--- config.mk ---
export PLATFORM = sky130hd
export DESIGN_NAME = sha256_hash_engine_core
export DESIGN_NICKNAME = d
export VERILOG_FILES = /design/src/sv/sha_pkg.sv /design/src/sv/sha_fifo.sv /design/src/sv/sha_back.sv /design/src/sv/sha256_hash_engine_core.sv
export SDC_FILE = /design/constraint.sdc
export NUM_CORES = 2
export LEC_CHECK = 0
export ABC_CLOCK_PERIOD_IN_PS = 12800
export BUFFER_PORTS_ARGS = -buffer_cell sky130_fd_sc_hd__buf_2
export CELL_PAD_IN_SITES_DETAIL_PLACEMENT = 0
export CELL_PAD_IN_SITES_GLOBAL_PLACEMENT = 1
export CORE_MARGIN = 4
export CORE_UTILIZATION = 55
export DETAILED_ROUTE_END_ITERATION = 12
export PLACE_DENSITY_LB_ADDON = 0.2
export REMOVE_ABC_BUFFERS = 1
export SLEW_MARGIN = 20
export SYNTH_ARGS = -nofsm -noshare
export SYNTH_HDL_FRONTEND = slang
export SYNTH_SLANG_ARGS = --single-unit
--- constraint.sdc ---
create_clock -name clock -period 12.8 [get_ports clock]
set_input_delay 2.56 -clock clock [delete_from_list [all_inputs] [get_ports clock]]
set_output_delay 2.56 -clock clock [all_outputs]
set_load 0.01 [all_outputs]
--- src/sv/sha_pkg.sv ---
// shared types and constants of the sha-256 engine
`timescale 1ns / 1ps
package sha_pkg;

   localparam logic OP_ABSORB = 1'b0;
   localparam logic OP_FINISH = 1'b1;

   typedef struct packed {
      logic       op;
      logic [7:0] data_byte;
   } req_type;

   typedef struct packed {
      logic [31:0] digest_word;
      logic [2:0]  word_index;
      logic        last;
   } rsp_type;

   typedef logic [255:0] hash_type;

   localparam hash_type HASH_INIT = {
      32'h6a09e667, 32'hbb67ae85, 32'h3c6ef372, 32'ha54ff53a,
      32'h510e527f, 32'h9b05688c, 32'h1f83d9ab, 32'h5be0cd19};

   function automatic logic [31:0] round_const(input logic [5:0] idx);
      logic [31:0] k [64];
      k = '{
         32'h428a2f98, 32'h71374491, 32'hb5c0fbcf, 32'he9b5dba5, 32'h3956c25b, 32'h59f111f1,
         32'h923f82a4, 32'hab1c5ed5, 32'hd807aa98, 32'h12835b01, 32'h243185be, 32'h550c7dc3,
         32'h72be5d74, 32'h80deb1fe, 32'h9bdc06a7, 32'hc19bf174, 32'he49b69c1, 32'hefbe4786,
         32'h0fc19dc6, 32'h240ca1cc, 32'h2de92c6f, 32'h4a7484aa, 32'h5cb0a9dc, 32'h76f988da,
         32'h983e5152, 32'ha831c66d, 32'hb00327c8, 32'hbf597fc7, 32'hc6e00bf3, 32'hd5a79147,
         32'h06ca6351, 32'h14292967, 32'h27b70a85, 32'h2e1b2138, 32'h4d2c6dfc, 32'h53380d13,
         32'h650a7354, 32'h766a0abb, 32'h81c2c92e, 32'h92722c85, 32'ha2bfe8a1, 32'ha81a664b,
         32'hc24b8b70, 32'hc76c51a3, 32'hd192e819, 32'hd6990624, 32'hf40e3585, 32'h106aa070,
         32'h19a4c116, 32'h1e376c08, 32'h2748774c, 32'h34b0bcb5, 32'h391c0cb3, 32'h4ed8aa4a,
         32'h5b9cca4f, 32'h682e6ff3, 32'h748f82ee, 32'h78a5636f, 32'h84c87814, 32'h8cc70208,
         32'h90befffa, 32'ha4506ceb, 32'hbef9a3f7, 32'hc67178f2};
      return k[idx];
   endfunction

endpackage

--- src/sv/sha_fifo.sv ---
// short item queue between the front and the back of the engine
`timescale 1ns / 1ps
module sha_fifo (
   input  logic             clock,
   input  logic             reset,
   input  logic             push,
   input  sha_pkg::req_type push_data,
   output logic             full,
   input  logic             pop,
   output sha_pkg::req_type pop_data,
   output logic             empty
);
   import sha_pkg::*;

   req_type    mem_ff [2];
   logic       wp_ff, wp_in, rp_ff, rp_in;
   logic [1:0] cnt_ff, cnt_in;

   assign full     = (cnt_ff == 2'd2);
   assign empty    = (cnt_ff == 2'd0);
   assign pop_data = mem_ff[rp_ff];

   // pointer and count update
   always_comb begin
      wp_in  = wp_ff;
      rp_in  = rp_ff;
      cnt_in = cnt_ff;
      if (push && !full) begin
         wp_in = ~wp_ff;
      end
      if (pop && !empty) begin
         rp_in = ~rp_ff;
      end
      cnt_in = cnt_ff + {1'b0, push && !full} - {1'b0, pop && !empty};
   end

   always_ff @(posedge clock) begin
      if (reset) begin
         wp_ff  <= 1'b0;
         rp_ff  <= 1'b0;
         cnt_ff <= 2'd0;
      end else begin
         wp_ff  <= wp_in;
         rp_ff  <= rp_in;
         cnt_ff <= cnt_in;
      end
   end

   // payload storage
   always_ff @(posedge clock) begin
      if (push && !full) begin
         mem_ff[wp_ff] <= push_data;
      end
   end
endmodule

--- src/sv/sha_back.sv ---
// block builder, padding, compression rounds and digest output
`timescale 1ns / 1ps
module sha_back (
   input  logic             clock,
   input  logic             reset,
   input  logic             item_valid,
   input  sha_pkg::req_type item,
   output logic             item_pop,
   output logic             rsp_valid,
   input  logic             rsp_ready,
   output sha_pkg::rsp_type rsp_data
);
   import sha_pkg::*;

   localparam logic [2:0] ST_IDLE  = 3'd0;
   localparam logic [2:0] ST_PAD   = 3'd1;
   localparam logic [2:0] ST_ROUND = 3'd2;
   localparam logic [2:0] ST_ADD   = 3'd3;
   localparam logic [2:0] ST_OUT   = 3'd4;

   logic [2:0]   state_ff, state_in;
   logic [511:0] blk_ff, blk_in;      // message schedule window, w[t] at top
   logic [5:0]   fill_ff, fill_in;
   logic [63:0]  bytes_ff, bytes_in;
   hash_type     hash_ff, hash_in;
   hash_type     work_ff, work_in;
   logic [5:0]   rnd_ff, rnd_in;
   logic         fin_ff, fin_in;      // compressing the final block
   logic         extra_ff, extra_in;  // another padding block follows
   logic [2:0]   widx_ff, widx_in;

   logic [31:0] a, b, c, d, e, f, g, h, w0, w1, w9, w14, s0, s1, t1, t2, wn;
   logic [63:0] bits;

   always_comb begin
      {a, b, c, d, e, f, g, h} = work_ff;
      w0  = blk_ff[511:480];
      w1  = blk_ff[479:448];
      w9  = blk_ff[223:192];
      w14 = blk_ff[63:32];
      s0  = {w1[6:0], w1[31:7]} ^ {w1[17:0], w1[31:18]} ^ (w1 >> 3);
      s1  = {w14[16:0], w14[31:17]} ^ {w14[18:0], w14[31:19]} ^ (w14 >> 10);
      wn  = s1 + w9 + s0 + w0;
      t1  = h + ({e[5:0], e[31:6]} ^ {e[10:0], e[31:11]} ^ {e[24:0], e[31:25]})
            + ((e & f) ^ (~e & g)) + round_const(rnd_ff) + w0;
      t2  = ({a[1:0], a[31:2]} ^ {a[12:0], a[31:13]} ^ {a[21:0], a[31:22]})
            + ((a & b) ^ (a & c) ^ (b & c));
      bits = {bytes_ff[60:0], 3'b000};
   end

   // every item leaves the queue when idle takes it
   assign item_pop  = (state_ff == ST_IDLE) && item_valid;
   assign rsp_valid = (state_ff == ST_OUT);
   assign rsp_data  = '{digest_word: hash_ff[255:224], word_index: widx_ff,
                        last: (widx_ff == 3'd7)};

   // sequencer
   always_comb begin
      state_in = state_ff;
      blk_in   = blk_ff;
      fill_in  = fill_ff;
      bytes_in = bytes_ff;
      hash_in  = hash_ff;
      work_in  = work_ff;
      rnd_in   = rnd_ff;
      fin_in   = fin_ff;
      extra_in = extra_ff;
      widx_in  = widx_ff;
      unique case (state_ff)
         ST_IDLE: begin
            if (item_valid) begin
               if (item.op == OP_ABSORB) begin
                  blk_in[511 - 8 * fill_ff -: 8] = item.data_byte;
                  fill_in  = fill_ff + 6'd1;
                  bytes_in = bytes_ff + 64'd1;
                  if (fill_ff == 6'd63) begin
                     work_in  = hash_ff;
                     rnd_in   = 6'd0;
                     fin_in   = 1'b0;
                     state_in = ST_ROUND;
                  end
               end else begin
                  blk_in[511 - 8 * fill_ff -: 8] = 8'h80;
                  fill_in  = fill_ff + 6'd1;
                  if (fill_ff == 6'd63) begin
                     // marker fills the block, length goes in a second one
                     work_in  = hash_ff;
                     rnd_in   = 6'd0;
                     fin_in   = 1'b0;
                     extra_in = 1'b1;
                     state_in = ST_ROUND;
                  end else begin
                     state_in = ST_PAD;
                  end
               end
            end
         end
         ST_PAD: begin
            // zero fill one byte a cycle, then length and compress
            if (fill_ff == 6'd56 && !extra_ff) begin
               blk_in[63:0] = bits;
               work_in  = hash_ff;
               rnd_in   = 6'd0;
               fin_in   = 1'b1;
               state_in = ST_ROUND;
            end else begin
               blk_in[511 - 8 * fill_ff -: 8] = 8'h00;
               fill_in = fill_ff + 6'd1;
               if (fill_ff == 6'd63) begin
                  work_in  = hash_ff;
                  rnd_in   = 6'd0;
                  fin_in   = 1'b0;
                  extra_in = 1'b1;
                  state_in = ST_ROUND;
               end
            end
         end
         ST_ROUND: begin
            work_in = {t1 + t2, a, b, c, d + t1, e, f, g};
            blk_in  = {blk_ff[479:0], wn};
            rnd_in  = rnd_ff + 6'd1;
            if (rnd_ff == 6'd63) begin
               state_in = ST_ADD;
            end
         end
         ST_ADD: begin
            for (int i = 0; i < 8; i++) begin
               hash_in[32 * i +: 32] = hash_ff[32 * i +: 32] + work_ff[32 * i +: 32];
            end
            widx_in = 3'd0;
            if (fin_ff) begin
               state_in = ST_OUT;
            end else if (extra_ff) begin
               extra_in = 1'b0;
               state_in = ST_PAD;
            end else begin
               state_in = ST_IDLE;
            end
         end
         ST_OUT: begin
            if (rsp_ready) begin
               hash_in = {hash_ff[223:0], hash_ff[255:224]};
               widx_in = widx_ff + 3'd1;
               if (widx_ff == 3'd7) begin
                  hash_in  = HASH_INIT;
                  fill_in  = 6'd0;
                  bytes_in = 64'd0;
                  state_in = ST_IDLE;
               end
            end
         end
         default: state_in = ST_IDLE;
      endcase
   end

   always_ff @(posedge clock) begin
      if (reset) begin
         state_ff <= ST_IDLE;
         fill_ff  <= 6'd0;
         bytes_ff <= 64'd0;
         hash_ff  <= HASH_INIT;
         extra_ff <= 1'b0;
      end else begin
         state_ff <= state_in;
         fill_ff  <= fill_in;
         bytes_ff <= bytes_in;
         hash_ff  <= hash_in;
         extra_ff <= extra_in;
      end
   end

   always_ff @(posedge clock) begin
      blk_ff  <= blk_in;
      work_ff <= work_in;
      rnd_ff  <= rnd_in;
      fin_ff  <= fin_in;
      widx_ff <= widx_in;
   end
endmodule

--- src/sv/sha256_hash_engine_core.sv ---
// top level of the byte-serial sha-256 engine
`timescale 1ns / 1ps
// Byte-serial SHA-256. Items enter a two-entry queue; the back end takes an
// absorb item and, on the 64th byte of a block, runs the 64 compression
// rounds at one round per cycle, then the final add. A finish item leaves the
// queue when the back end starts it, pads one byte per cycle, compresses one
// or two blocks, then presents the eight digest words (index 0 first, last
// set on index 7) one per accepted cycle and returns to the initial hash
// state. Further items may wait in the queue meanwhile.
module sha256_hash_engine_core (
   input  logic             clock,
   input  logic             reset,
   input  logic             req_valid,
   output logic             req_ready,
   input  sha_pkg::req_type req_data,
   output logic             rsp_valid,
   input  logic             rsp_ready,
   output sha_pkg::rsp_type rsp_data
);
   import sha_pkg::*;

   req_type q_data;
   logic    q_full, q_empty, b_pop;

   assign req_ready = !q_full;

   // front queue
   sha_fifo u_fifo (
      .clock     (clock),
      .reset     (reset),
      .push      (req_valid),
      .push_data (req_data),
      .full      (q_full),
      .pop       (b_pop),
      .pop_data  (q_data),
      .empty     (q_empty)
   );

   // back end
   sha_back u_back (
      .clock      (clock),
      .reset      (reset),
      .item_valid (!q_empty),
      .item       (q_data),
      .item_pop   (b_pop),
      .rsp_valid  (rsp_valid),
      .rsp_ready  (rsp_ready),
      .rsp_data   (rsp_data)
   );
endmodule

==> metrics.yaml <==
clock-skew-final_ns: 0.0464
async_flop_share: 0
drt_iter0_drc: 12900
crit_required_ns: 13.35
path_class: "flip-flop to flip-flop"
grt_overflow: 0
status: "completed"
synth_top_family_by_area: "compound AO/OA/AOI/OAI gates"
fp.dieH_um: 403
dieArea_um2: 163000
grt_pass1_wl_um: 513000
tritoncts: "done"
port_buffers: 50
track_usage: 0.418
layout_common_cells: "894 x o21ai_0, 859 x a22oi_1, 834 x nor2_1"
cpMostUsedCell: "a21oi_1"
slowest_delay_ns: 0.73
syn_avg_cell_area_um2: 9.05
htreeDepth: 4
period_minus_slack_ns: 9.94
cts_resized: 0
min_path_type: "flip-flop to flip-flop"
drive_gt1_frac: 0.0529
register_area_um2: 30500
critPathCaptureType: "flip-flop"
worstSkewPairLatency_ns: 0.83
numClockSinks: 1128
wire_per_inst_um: 31.4
gp_congestion: 1.02
hold_violations: 0
synth-simple-area-share: 0.116
post-route-period-util: 0.776
drc_errors: 0
start_util: 0.555
drtPass1Iterations: 9
cts_setup_buffers: 0
ioPinCount: 51
antenna_found_initial: 6
cts_buffers: 137
synth_fa_ha_area_frac: 0.107
synth_xor_area_frac: 0.0608
max_freq_ghz: 0.101
ys_ff_latch: 1128
worstMarginPinSlew_ns: 1.27
maxSlewHeadroom: 0.153
muxShareOfSynthArea: 0.0277
synth_cell_types: 105
multiInputGateArea_um2: 51300
netlist_area_um2: 85900
ys.flop_type: "edfxtp_1"
drv_slew: 0
root_buffer: "clkbuf_16"
synth-edff-count: 796
cp_slowest_cell: "nor2_1"
core_um2: 155000
grt_max_degree: 192
syn_inst: 9492
via_count: 81500
mostFrequentLayoutCell: "o21ai_0"
wl_um: 355000
clkTransAtPathRegs_ns: 0.06
fp.dieW_um: 403
worstPathArrival_ns: 10.48
hpwl_um: 249000
avgViaCountPerCell: 7.22
num_rows: 144
fin_setup_tns_ns: 0
fillCellCount: 13500
detail-route-antenna-nets: 0
clock_path_buffers: 3
crit_path_start_kind: "flip-flop"
final-setup-viol-count: 0
rsz0062_at_grt: "no"
nets: 9734
synth-compound-area-share: 0.283
ys_seq_area_frac: 0.355
yosys_warnings: 0
postCtsHoldBufs: 0
area_delta_synth_final_pct: 6.90
critPathMaxFanout: 25
maxCapViolCount: 0
grt_pass1_vias: 77300
-- area by class of cell --
type / instances / area share
flip-flops and latches: 1128 / 0.332
repair buffers: 181 / 0.0142
inverters: 424 / 0.0176
diodes: 4 / 0.000109
clock buffers: 196 / 0.0424
multi-input cells: 7251 / 0.558
clock inverters: 57 / 0.00705
well taps: 2044 / 0.0278
-- metal layers --
layer,track usage,part of all wire,vias to the layer above
li1,-,-,35200
met1,0.523,0.36,39400
met2,0.648,0.44,5632
met3,0.0888,0.11,1234
met4,0.290,0.083,4
met5,0,0.000076,-
-- final timing paths --
kind | from | end | slack [ns] | depth (start not counted)
worst max-delay path | u_back.rnd_ff[0] | u_back.work_ff[127] | 2.86 | 32
worst min-delay path | u_back.bytes_ff[60] | u_back.bytes_ff[60] | 0.50 | 2
worst max register to register | u_back.rnd_ff[0] | u_back.work_ff[127] | 2.86 | 32
worst min register to register | u_back.bytes_ff[60] | u_back.bytes_ff[60] | 0.50 | 2
-- critical path: cells and delay by family, from the launching register on --
family / cells / cell delay (ns)
AND/OR/NAND/NOR: 2 / 0.99
adder cells (fa/ha/maj): 6 / 2.76
flip-flops: 1 / 0.32
AO/OA/AOI/OAI: 19 / 4.53
XOR/XNOR: 2 / 0.48
buffers and inverters: 3 / 0.59
-- logic make-up after synthesis --
group / Yosys count
DFF: 1128
AOI/OAI and AO/OA: 3596
muxes: 227
xor gates and xnor gates: 597
adders and majority gates: 623
buffers and inverters: 1113
and+or+nand+nor: 2208
-- synth_stat cells, types with 90 or more instances --
cell | count | share of area
o21ai_0 | 896 | 0.052
a22oi_1 | 859 | 0.075
nor2_1 | 843 | 0.037
edfxtp_1 | 796 | 0.28
clkbuf_1 | 600 | 0.026
nand2_1 | 556 | 0.024
a21oi_1 | 546 | 0.032
inv_1 | 421 | 0.018
xnor2_1 | 404 | 0.041
ha_1 | 403 | 0.059
dfxtp_1 | 332 | 0.077
nor3_1 | 215 | 0.013
mux2i_1 | 203 | 0.024
fa_1 | 195 | 0.045
xor2_1 | 193 | 0.020
a21o_1 | 171 | 0.015
a221oi_1 | 148 | 0.015
nand3_1 | 148 | 0.0086
o211ai_1 | 127 | 0.011
a222oi_1 | 123 | 0.014
a211oi_1 | 99 | 0.0086
o221ai_1 | 91 | 0.0093
nand2b_1 | 90 | 0.0066
-- through the flow --
step | setup slack [ns] | cell area, um2 | util | hold WS [ns] | instances
floorplan | -32.24 | 83200 | - | 0.458 | 8803
global placement | 3.09 | 87300 | 0.564 | 0.480 | 11000
detailed placement | 3.02 | 87300 | 0.564 | 0.487 | 11000
CTS | 2.99 | 91900 | 0.594 | 0.500 | 11300
global route | 2.40 | 91900 | 0.594 | 0.530 | 11300
finish | 2.86 | 91900 | 0.594 | 0.500 | 11300
Power is left out: the tool's default activity adds up to more than one toggle a clock period on the data nets, which glitch-free logic cannot reach.
